[src/hw/rtl/nbcs_pkg.sv]
// Types and constants shared by the nested box centre suppression block.
package nbcs_pkg;

    localparam int COORD_BITS = 12;
    localparam int SIZE_BITS  = COORD_BITS + 1;
    localparam int AREA_BITS  = 2 * SIZE_BITS;
    localparam int INDEX_BITS = 5;

    typedef struct packed {
        logic [COORD_BITS-1:0] box_x;
        logic [COORD_BITS-1:0] box_y;
        logic [SIZE_BITS-1:0]  box_width;
        logic [SIZE_BITS-1:0]  box_height;
        logic                  last_box;
    } t_in_item;

    typedef struct packed {
        logic [INDEX_BITS-1:0] box_index;
        logic                  keep;
        logic [COORD_BITS-1:0] out_x;
        logic [COORD_BITS-1:0] out_y;
        logic [SIZE_BITS-1:0]  out_width;
        logic [SIZE_BITS-1:0]  out_height;
        logic                  overflowed;
        logic                  last_result;
    } t_out_item;

    typedef struct packed {
        logic [COORD_BITS-1:0] x;
        logic [COORD_BITS-1:0] y;
        logic [SIZE_BITS-1:0]  w;
        logic [SIZE_BITS-1:0]  h;
    } t_box;

    typedef enum logic [2:0] {
        S_LOAD,
        S_RD_ME,
        S_CALC,
        S_SCAN,
        S_DRAIN,
        S_EMIT
    } t_state;

    typedef struct packed {
        logic wr_en;
        logic rd_me;
        logic scan_issue;
        logic scan_self;
        logic clr_supp;
        logic emit;
        logic overflow;
        logic last;
    } t_cmd;

    typedef struct packed {
        logic pipe_busy;
        logic out_free;
    } t_status;

endpackage

[src/hw/rtl/nbcs_ctrl.sv]
// Controller state machine: loading, per-box scan sequencing and result emission.
module nbcs_ctrl
    import nbcs_pkg::*;
#(
    parameter int MAX_BOXES = 32
) (
    input  logic                          i_clk,
    input  logic                          i_rst_n,
    input  logic                          i_in_valid,
    input  logic                          i_last_box,
    input  t_status                       i_status,
    output logic                          o_in_stall,
    output t_cmd                          o_cmd,
    output logic [$clog2(MAX_BOXES)-1:0]  o_wr_addr,
    output logic [$clog2(MAX_BOXES)-1:0]  o_me_addr,
    output logic [$clog2(MAX_BOXES)-1:0]  o_scan_addr
);

    localparam int AW = $clog2(MAX_BOXES);
    localparam int CW = $clog2(MAX_BOXES + 1);

    t_state        r_state, n_state;
    logic [CW-1:0] r_count, n_count;
    logic          r_ovf, n_ovf;
    logic [AW-1:0] r_k, n_k;
    logic [AW-1:0] r_i, n_i;

    logic          in_xfer;
    logic          full;
    logic          k_last;
    logic          i_last;

    assign in_xfer = (r_state == S_LOAD) && i_in_valid;
    assign full    = (r_count == CW'(MAX_BOXES));
    assign k_last  = ((CW'(r_k) + CW'(1)) == r_count);
    assign i_last  = ((CW'(r_i) + CW'(1)) == r_count);

    always_comb begin
        n_state = r_state;
        case (r_state)
            S_LOAD: begin
                if (in_xfer && i_last_box) begin
                    n_state = S_RD_ME;
                end
            end
            S_RD_ME: n_state = S_CALC;
            S_CALC:  n_state = S_SCAN;
            S_SCAN: begin
                if (i_last) begin
                    n_state = S_DRAIN;
                end
            end
            S_DRAIN: begin
                if (!i_status.pipe_busy) begin
                    n_state = S_EMIT;
                end
            end
            S_EMIT: begin
                if (i_status.out_free) begin
                    n_state = k_last ? S_LOAD : S_RD_ME;
                end
            end
            default: n_state = S_LOAD;
        endcase
    end

    always_comb begin
        n_count = r_count;
        n_ovf   = r_ovf;
        n_k     = r_k;
        n_i     = r_i;
        case (r_state)
            S_LOAD: begin
                n_k = '0;
                if (in_xfer) begin
                    if (full) begin
                        n_ovf = 1'b1;
                    end else begin
                        n_count = r_count + CW'(1);
                    end
                end
            end
            S_CALC: n_i = '0;
            S_SCAN: n_i = r_i + AW'(1);
            S_EMIT: begin
                if (i_status.out_free) begin
                    if (k_last) begin
                        n_count = '0;
                        n_ovf   = 1'b0;
                    end else begin
                        n_k = r_k + AW'(1);
                    end
                end
            end
            default: ;
        endcase
    end

    always_comb begin
        o_in_stall       = (r_state != S_LOAD);
        o_cmd.wr_en      = in_xfer && !full;
        o_cmd.rd_me      = (r_state == S_RD_ME);
        o_cmd.scan_issue = (r_state == S_SCAN);
        o_cmd.scan_self  = (r_i == r_k);
        o_cmd.clr_supp   = (r_state == S_CALC);
        o_cmd.emit       = (r_state == S_EMIT) && i_status.out_free;
        o_cmd.overflow   = r_ovf;
        o_cmd.last       = k_last;
        o_wr_addr        = r_count[AW-1:0];
        o_me_addr        = r_k;
        o_scan_addr      = r_i;
    end

    always_ff @(posedge i_clk) begin
        if (!i_rst_n) begin
            r_state <= S_LOAD;
            r_count <= '0;
            r_ovf   <= 1'b0;
            r_k     <= '0;
            r_i     <= '0;
        end else begin
            r_state <= n_state;
            r_count <= n_count;
            r_ovf   <= n_ovf;
            r_k     <= n_k;
            r_i     <= n_i;
        end
    end

endmodule

[src/hw/rtl/nbcs_dpath.sv]
// Datapath: box memory, centre and area of the box under test, scan pipeline, output register.
module nbcs_dpath
    import nbcs_pkg::*;
#(
    parameter int MAX_BOXES = 32
) (
    input  logic                          i_clk,
    input  logic                          i_rst_n,
    input  t_cmd                          i_cmd,
    input  logic [$clog2(MAX_BOXES)-1:0]  i_wr_addr,
    input  logic [$clog2(MAX_BOXES)-1:0]  i_me_addr,
    input  logic [$clog2(MAX_BOXES)-1:0]  i_scan_addr,
    input  t_in_item                      i_in_data,
    input  logic                          i_out_stall,
    output t_status                       o_status,
    output logic                          o_out_valid,
    output t_out_item                     o_out_data
);

    t_box                 r_mem [MAX_BOXES];
    t_box                 r_me;
    t_box                 r_oth;
    logic [SIZE_BITS-1:0] r_cx, r_cy;
    logic [AREA_BITS-1:0] r_my_area;
    logic                 r_v1, r_self1;
    logic                 r_v2, r_in2;
    logic [AREA_BITS-1:0] r_area2;
    logic                 r_supp;
    logic                 r_out_valid;
    t_out_item            r_out;

    t_box                 wr_box;
    logic [SIZE_BITS:0]   x_end, y_end;
    logic                 centre_in;
    logic                 out_free;

    assign wr_box.x = i_in_data.box_x;
    assign wr_box.y = i_in_data.box_y;
    assign wr_box.w = i_in_data.box_width;
    assign wr_box.h = i_in_data.box_height;

    always_ff @(posedge i_clk) begin
        if (i_cmd.wr_en) begin
            r_mem[i_wr_addr] <= wr_box;
        end
        if (i_cmd.rd_me) begin
            r_me <= r_mem[i_me_addr];
        end
        if (i_cmd.scan_issue) begin
            r_oth <= r_mem[i_scan_addr];
        end
    end

    always_ff @(posedge i_clk) begin
        r_cx      <= SIZE_BITS'(r_me.x) + (r_me.w >> 1);
        r_cy      <= SIZE_BITS'(r_me.y) + (r_me.h >> 1);
        r_my_area <= AREA_BITS'(r_me.w) * AREA_BITS'(r_me.h);
    end

    assign x_end     = (SIZE_BITS+1)'(r_oth.x) + (SIZE_BITS+1)'(r_oth.w);
    assign y_end     = (SIZE_BITS+1)'(r_oth.y) + (SIZE_BITS+1)'(r_oth.h);
    assign centre_in = (SIZE_BITS'(r_oth.x) <= r_cx) && ((SIZE_BITS+1)'(r_cx) < x_end)
                    && (SIZE_BITS'(r_oth.y) <= r_cy) && ((SIZE_BITS+1)'(r_cy) < y_end);

    always_ff @(posedge i_clk) begin
        r_self1 <= i_cmd.scan_self;
        r_in2   <= centre_in;
        r_area2 <= AREA_BITS'(r_oth.w) * AREA_BITS'(r_oth.h);
        if (i_cmd.clr_supp) begin
            r_supp <= 1'b0;
        end else if (r_v2 && r_in2 && (r_area2 > r_my_area)) begin
            r_supp <= 1'b1;
        end
    end

    always_ff @(posedge i_clk) begin
        if (!i_rst_n) begin
            r_v1 <= 1'b0;
            r_v2 <= 1'b0;
        end else begin
            r_v1 <= i_cmd.scan_issue;
            r_v2 <= r_v1 && !r_self1;
        end
    end

    assign out_free = !r_out_valid || !i_out_stall;

    always_ff @(posedge i_clk) begin
        if (!i_rst_n) begin
            r_out_valid <= 1'b0;
        end else if (i_cmd.emit) begin
            r_out_valid <= 1'b1;
        end else if (!i_out_stall) begin
            r_out_valid <= 1'b0;
        end
    end

    always_ff @(posedge i_clk) begin
        if (i_cmd.emit) begin
            r_out.box_index   <= INDEX_BITS'(i_me_addr);
            r_out.keep        <= !r_supp;
            r_out.out_x       <= r_me.x;
            r_out.out_y       <= r_me.y;
            r_out.out_width   <= r_me.w;
            r_out.out_height  <= r_me.h;
            r_out.overflowed  <= i_cmd.overflow;
            r_out.last_result <= i_cmd.last;
        end
    end

    assign o_status.pipe_busy = r_v1 || r_v2;
    assign o_status.out_free  = out_free;
    assign o_out_valid        = r_out_valid;
    assign o_out_data         = r_out;

endmodule

[src/hw/rtl/nested_box_center_suppress.sv]
// Boxes are loaded one per cycle, while input is not stalled, into a MAX_BOXES-entry
// memory until an item marked last; further boxes beyond capacity are discarded and
// flagged in every result of that list. Evaluation then runs box by box: read the box,
// form its centre and area, make one pass over the stored boxes through the memory's
// second read port, drain the three-stage compare pipeline and hand the result to the
// output register, waiting while the output is stalled. Input transfers are stalled
// while a list is evaluated. The box memory is not cleared; only entries written in
// the current list are read.
module nested_box_center_suppress
    import nbcs_pkg::*;
#(
    parameter int MAX_BOXES = 32
) (
    input  logic      i_clk,
    input  logic      i_rst_n,
    input  logic      i_in_valid,
    output logic      o_in_stall,
    input  t_in_item  i_in_data,
    output logic      o_out_valid,
    input  logic      i_out_stall,
    output t_out_item o_out_data
);

    localparam int AW = $clog2(MAX_BOXES);

    t_cmd          cmd;
    t_status       status;
    logic [AW-1:0] wr_addr;
    logic [AW-1:0] me_addr;
    logic [AW-1:0] scan_addr;

    nbcs_ctrl #(
        .MAX_BOXES (MAX_BOXES)
    ) u_ctrl (
        .i_clk       (i_clk),
        .i_rst_n     (i_rst_n),
        .i_in_valid  (i_in_valid),
        .i_last_box  (i_in_data.last_box),
        .i_status    (status),
        .o_in_stall  (o_in_stall),
        .o_cmd       (cmd),
        .o_wr_addr   (wr_addr),
        .o_me_addr   (me_addr),
        .o_scan_addr (scan_addr)
    );

    nbcs_dpath #(
        .MAX_BOXES (MAX_BOXES)
    ) u_dpath (
        .i_clk       (i_clk),
        .i_rst_n     (i_rst_n),
        .i_cmd       (cmd),
        .i_wr_addr   (wr_addr),
        .i_me_addr   (me_addr),
        .i_scan_addr (scan_addr),
        .i_in_data   (i_in_data),
        .i_out_stall (i_out_stall),
        .o_status    (status),
        .o_out_valid (o_out_valid),
        .o_out_data  (o_out_data)
    );

endmodule

[config.mk]
export PLATFORM = sky130hd
export DESIGN_NAME = nested_box_center_suppress
export DESIGN_NICKNAME = d
export VERILOG_FILES = /design/src/hw/rtl/nbcs_pkg.sv /design/src/hw/rtl/nbcs_ctrl.sv /design/src/hw/rtl/nbcs_dpath.sv /design/src/hw/rtl/nested_box_center_suppress.sv
export SDC_FILE = /design/constraint.sdc
export NUM_CORES = 2
export LEC_CHECK = 0
export CORE_MARGIN = 10
export CORE_UTILIZATION = 30
export CTS_BUF_LIST = sky130_fd_sc_hd__clkbuf_4 sky130_fd_sc_hd__clkbuf_8
export CTS_CLUSTER_DIAMETER = 120
export DETAILED_ROUTE_END_ITERATION = 6
export DONT_BUFFER_PORTS = 1
export HOLD_SLACK_MARGIN = 0.03
export PLACE_DENSITY = 0.52
export SLEW_MARGIN = 25
export SYNTH_ARGS = -nofsm -noshare
export SYNTH_HDL_FRONTEND = slang
export SYNTH_SLANG_ARGS = --single-unit
[constraint.sdc]
create_clock -name i_clk -period 13.2 [get_ports i_clk]
set_input_delay 0.66 -clock i_clk [delete_from_list [all_inputs] [get_ports i_clk]]
set_output_delay 0.66 -clock i_clk [all_outputs]
set_load 0.05 [all_outputs]
=== Yosys cells after proc, flatten, opt, wreduce, memory -nomap -nowiden ===
Memories as Yosys holds them, arrays and structs flattened. A register that Yosys moved wholly into a read port is not among the register bits.
Index checks and enable logic that the tools add are counted.

* Register bits after elaboration: 162
* Bits in writable memories: 1600
* Input bits: 55
* Output and inout port bits: 60
* Logic and storage cells: 108
* Memories kept: 1

* Add/subtract/negate cells: 9
* Multipliers: 2
* Magnitude comparators: 5
* Eq/ne operators: 19
* Muxes and demuxes: 24
* Reduce and logical (&&, ||, !) cells: 25

{| class="wikitable"
|+ Memories
! memory !! depth !! bits a word !! rd ports !! clocked after memory_dff !! write ports !! RTL line !! source
|-
| u_dpath.r_mem || 32 || 50 || 2 || 2 || 1 || nbcs_dpath.sv:20 || <nowiki>t_box r_mem [MAX_BOXES];</nowiki>
|}

{| class="wikitable"
|+ Operator list
! kind !! number
|-
| multiplier 13 x 13 -> 26 bit || 2
|-
| adder 12 x 13 -> 14 bit || 2
|-
| < comparator 13 x 14 -> 1 bit || 2
|-
| adder 12 x 12 -> 13 bit || 2
|-
| greater-than comparator 26 bit || 1
|-
| <= comparator 12 x 13 -> 1 bit || 2
|-
| 2-to-1 mux 6 bit || 4
|-
| one-hot mux 5 bit (2 select lines) || 2
|-
| one-hot mux 3 bit (6 select lines) || 1
|-
| adder 5 x 1 -> 6 bit (second input constant) || 2
|-
| == test 6 bit || 2
|-
| 2-to-1 mux 3 bit || 4
|-
| one-hot mux 6 bit (2 select lines) || 1
|-
| adder 5 x 1 -> 5 bit (second input constant) || 2
|-
| logical AND 1 bit || 10
|-
| 2-to-1 mux 5 bit || 2
|-
| inequality test 2 x 1 -> 1 bit (second input constant) || 5
|-
| inequality test 2 bit (second input constant) || 5
|-
| AND reduction 5 bit || 2
|-
| 2-to-1 mux 1 bit || 9
|-
| adder 6 x 1 -> 6 bit (second input constant) || 1
|-
| == test 3 x 2 -> 1 bit (second input constant) || 2
|-
| == test 3 bit (second input constant) || 2
|-
| == test 6 bit (second input constant) || 1
|-
| other kinds (10) || 16
|}

=== Longest topological paths before layout ===
* Word-level depth: 5
* Depth in mapped cells: 21

=== Hierarchy ===
A second synthesis with hierarchy kept.

* Cell total of the unflattened synthesis: 5260
* Area total of the unflattened synthesis: 95831.9 µm²

{| class="wikitable"
|+ By module, submodules not included
! module !! times used !! cells an instance !! area each (µm²)
|-
| nbcs_dpath || 1 || 5061 || 94348.0
|-
| nbcs_ctrl || 1 || 199 || 1483.9
|}

=== Worst setup path before layout ===
No wires, ideal clock.

* Path kind: register to register
* Start: register u_dpath.r_oth[1] (netlist name)
* End: register u_dpath.r_area2[25]
* Library setup time: 0.072 ns
* Arrival: 5.306 ns
* Required time: 13.128 ns
* Setup slack: 7.822 ns
* Stages on the path, launching flop included: 21
* Buffers on the path: 1
* Period minus slack after synthesis: 5.378 ns
* Cells stage by stage: edfxtp_1 -> clkbuf_1 -> and2_1 -> fa_1 -> inv_1 -> fa_1 -> inv_1 -> fa_1 -> fa_1 -> inv_1 -> fa_1 -> inv_1 -> ha_1 -> a21o_1 -> a21oi_1 -> o21a_1 -> a31oi_1 -> a2111oi_0 -> o21bai_1 -> a21oi_1 -> xnor2_1

* Longest elaborated chain between the ends: 1

{| class="wikitable"
|+ RTL lines
! what !! RTL line !! source
|-
| multiplier 13 x 13 -> 26 bit || nbcs_dpath.sv:68 || <nowiki>r_area2 <= AREA_BITS'(r_oth.w) * AREA_BITS'(r_oth.h);</nowiki>
|-
| end signal, assigned || nbcs_dpath.sv:68 ||
|-
| end, declared || nbcs_dpath.sv:27 || <nowiki>logic [AREA_BITS-1:0] r_area2;</nowiki>
|}

Every way passes these cells.
A chain may end at the register's enable or synchronous reset.

=== Final worst setup path ===
* Start: register u_dpath.r_oth[24] (netlist name)
* End: register u_dpath.r_area2[25]

* Longest elaborated chain between the ends: 1

{| class="wikitable"
|+ RTL lines
! what !! RTL line
|-
| multiplier 13 x 13 -> 26 bit || nbcs_dpath.sv:68
|}

Every way passes these cells.

==> reports/metrics.yaml <==
power_and_ir_drop:
  p_sw_share_pct: 39.69
  power.internal_mw: 15.17
  ir_drop_mv: 0.7727
  seqPwrFrac_pct: 29.9
  leakage_nw: 35.00
  netSwitchingPower_mw: 9.985
  comb_power_share_pct: 48.8
  clkPwrFrac_pct: 21.2
  power_density_mw_per_mm2: 233.4
drt:
  drc_errors: 1
  dr.first_iter.drc_count: 5607
  drt_wl_total_mm: 301.8
  vias_per_cell: 5.317
  drtPass1Iterations: 7
  wl_per_cell_um: 30.52
  ant_nets: 0
  vias: 52570
sta:
  finalMaxSlewViolations: 0
  max_freq_mhz: 165.9
  fin_skew_ns: 0.07788
  worst_slew_pin_slew_ns: 1.072
  rsz0062_at_grt: "no"
  fin_setup_tns_ns: 0
  setup_violations: 0
  min_period_ns: 6.029
  slew_headroom_pct: 28.54
  hold_viol: 0
  fin_crit_sh_pct: 45.67
clock_tree:
  clkTransAtPathRegs_ns: 0.06
  clk_latency_ns: 1.04
  cts_setup_buffers: 0
  cts_tree: "built"
  clk_path_buf_depth: 4
  cts_made_buffers: 332
  cts_hold_buf: 63
  cts-root-buf: "clkbuf_8"
  cts.sinks: 1862
  postCtsResizedCells: 0
  htreeDepth: 5
place:
  gp_congestion: 0.8326
  dp_hpwl_mm: 178.0
  dp_cells: 9221
  numPortBuffers: 0
outcome:
  violations: "DRC"
  status: "finished, violations left"
grt:
  grt_max_degree: 127
  grt_pass1_vias: 55170
  grt_pass1_wl_mm: 423.8
  gr-total-overflow: 0
  track_usage_pct: 17.23
  antenna_found_initial: 36
cells_and_area:
  fin_nets: 6011
  synthToLayoutAreaGrowth_pct: 12.80
  mostFrequentLayoutCells: "1758 x edfxtp_1, 1000 x mux4_2, 438 x inv_1"
  final_common_cell: "edfxtp_1"
  instances_no_fill: 9888
  drive_above_1_share_pct: 32.14
synth:
  synth_area_mm2: 0.09555
  ys_warn_count: 0
  ys_types: 66
  synth-edff-count: 1758
  async_flop_share_pct: 0
  avgSynthCellArea_um2: 18.25
  synth_seq_area_share_pct: 57.43
  synth.area.top_cells: "edfxtp_1 55%, mux4_2 24%, fa_1 5.2%"
  ys_ff_latch: 1862
  syn_inst: 5237
  synthFlopType: "edfxtp_1"
  synth_area_leader_cell: "edfxtp_1"
  synth_top_area_share_pct: 55.25
  synth_fp_nets: 5808
worst_setup_path:
  r2r_end: "u_dpath.r_area2[25]$_DFF_P_"
  r2r_start: "u_dpath.r_oth[24]$_DFFE_PP_"
  critPathTopFamily: "adder cells"
  critPathKind: "reg2reg"
  cp_slowest_stage_delay_ns: 0.69
  critPathBufInv: 4
  crit_path_frequent_cell: "fa_1"
  cpMaxStageDelayCell: "a2111oi_0"
  worstPathArrival_ns: 6.96
  end_kind: "flop"
  critPathLaunchType: "flop"
  crit_fanout: 14
  critical_path.cell_chain: "and2_1 > fa_1 > inv_1 > fa_1 > inv_1 > fa_1 > fa_1 > inv_1 > fa_1 > inv_1 > ha_1 > a21o_1 > a21oi_1 > o21a_1 > a31oi_1 > a2111oi_0 > o21bai_1 > a21oi_1 > xnor2_1"
  cp.required_ns: 14.13
  crit_cells: 19
  rr_worst_depth: 19
  r2r_slack_ns: 7.17
flow_run:
  maxCapViolations: 0
die:
  die_y_um: 584.4
  die_w_um: 584.4
  num_rows: 207
  dieArea_mm2: 0.3415
  initial_utilization_pct: 30.09
  io_pins: 115
  core_area_mm2: 0.3175
min_path:
  min_from: "i_in_data[22]"
  hp-class: "in2reg"
  hold_end: "u_dpath.r_mem[27][21]$_DFFE_PP_"
  holdPathStages: 1
-- through the flow --
step	instance area, um^2	setup WS, ns	hold slack, ns	power (mW)	util (%)
final	107800	7.171	0.1356	25.16	33.95
after global routing	107800	6.826	0.09182	27.39	33.94
after CTS	107900	7.128	0.04687	25.38	33.97
after detailed placement	100700	7.144	0.4675	19.88	31.72
after global placement	100700	7.127	0.4704	19.79	31.71
after floorplan	95550	7.822	0.3995	16.76	-
-- cells in the mapped netlist (4+ instances only) --
| library cell | count |
|---|---|
| buf_2 | 83 |
| mux2_2 | 100 |
| fa_1 | 246 |
| a31oi_1 | 7 |
| nor2b_1 | 27 |
| edfxtp_1 | 1758 |
| inv_1 | 439 |
| nor4_1 | 5 |
| and2_1 | 167 |
| a21boi_0 | 5 |
| ha_1 | 270 |
| a21oi_1 | 90 |
| nand2_1 | 247 |
| o211ai_1 | 12 |
| nand2b_1 | 13 |
| clkbuf_1 | 190 |
| o31a_1 | 4 |
| mux4_2 | 1000 |
| nor2_1 | 72 |
| xor2_1 | 34 |
| buf_1 | 28 |
| and3_1 | 8 |
| a21o_1 | 34 |
| o2111ai_1 | 5 |
| dfxtp_1 | 104 |
| a211oi_1 | 11 |
| nand4_1 | 12 |
| nand3b_1 | 8 |
| o21ai_1 | 7 |
| or3_1 | 10 |
| o21ai_0 | 40 |
| o21a_1 | 17 |
| nor3_1 | 21 |
| o21bai_1 | 13 |
| xnor2_1 | 64 |
| nand3_1 | 32 |
| or2_2 | 7 |
-- registers in the layout (all words and copies together) (netlist names) --
register             cells
u_dpath.r_mem         1600
u_dpath.o_out_data      58
u_dpath.r_me            50
u_dpath.r_oth           50
u_dpath.r_area2         26
u_dpath.r_my_area       26
u_dpath.r_cx            13
u_dpath.r_cy            13
u_ctrl.r_count           6
u_ctrl.o_me_addr         5
u_ctrl.o_scan_addr       5
u_ctrl.r_state           3
u_ctrl.r_ovf             1
u_dpath.o_out_valid      1
u_dpath.r_in2            1
u_dpath.r_self1          1
u_dpath.r_supp           1
u_dpath.r_v1             1
u_dpath.r_v2             1
-- cell type report --
class | count | area [um^2]
Clock buffer | 438 | 5409
Timing Repair Buffer | 174 | 1516
Fill cell | 29970 | 209700
Clock inverter | 153 | 1018
Sequential cell | 1862 | 54910
Multi-Input combinational cell | 2631 | 38030
Inverter | 439 | 1649
Tap cell | 4180 | 5230
Antenna cell | 11 | 27.53
-- power by group through the flow --
stage / logic [mW] / registers [mW] / clock network [mW]
after floorplan: 9.46 / 7.30 / 0
after global placement: 12.1 / 7.65 / 0
after detailed placement: 12.2 / 7.65 / 0
after CTS: 12.4 / 7.54 / 5.47
after global routing: 14.1 / 7.56 / 5.72
final: 12.3 / 7.54 / 5.35
-- worst max path at each step --
stage | from | to | slack (ns)
2_1_floorplan | u_dpath.r_oth[1]$_DFFE_PP_ | u_dpath.r_area2[25]$_DFF_P_ | 7.82
3_3_place_gp | u_dpath.r_oth[1]$_DFFE_PP_ | u_dpath.r_area2[25]$_DFF_P_ | 7.13
3_5_place_dp | u_dpath.r_oth[24]$_DFFE_PP_ | u_dpath.r_area2[25]$_DFF_P_ | 7.14
4_1_cts | u_dpath.r_oth[24]$_DFFE_PP_ | u_dpath.r_area2[25]$_DFF_P_ | 7.13
5_1_grt | u_dpath.r_oth[24]$_DFFE_PP_ | u_dpath.r_area2[25]$_DFF_P_ | 6.83
6_report | u_dpath.r_oth[24]$_DFFE_PP_ | u_dpath.r_area2[25]$_DFF_P_ | 7.17
-- per-layer routing --
layer | part of all wire, % | vias to the layer above | global-route usage (%)
met5 | 0.061 | - | 0
met4 | 3.1 | 28 | 5.284
met3 | 7.5 | 542 | 3.398
met2 | 47 | 2157 | 27.22
met1 | 43 | 28490 | 24.08
li1 | - | 21360 | -
-- worst register-to-register path, delay by kind of cell, from the launching register on --
kind,cells,cell delay [ns]
flip-flops,1,0.61
XOR/XNOR,1,0.13
buffers and inverters,4,0.21
AND/OR/NAND/NOR,1,0.29
AO/OA/AOI/OAI,7,1.84
adder cells (fa/ha/maj),6,2.88
-- cell families (layout without fill, tap and decap cells) --
family / count (synthesis) / in the layout / share of synthesized area, %
flops: 1862 / 1862 / 57.43
other cells: 0 / 11 / 0
fa+ha+maj: 516 / 516 / 8.689
mux: 1100 / 1100 / 24.75
buf+inv: 744 / 1204 / 3.044
xor+xnor: 98 / 98 / 0.8983
simple gates: 642 / 642 / 3.336
compound gates: 275 / 275 / 1.857
No activity file was read; power rests on OpenSTA's default activity.
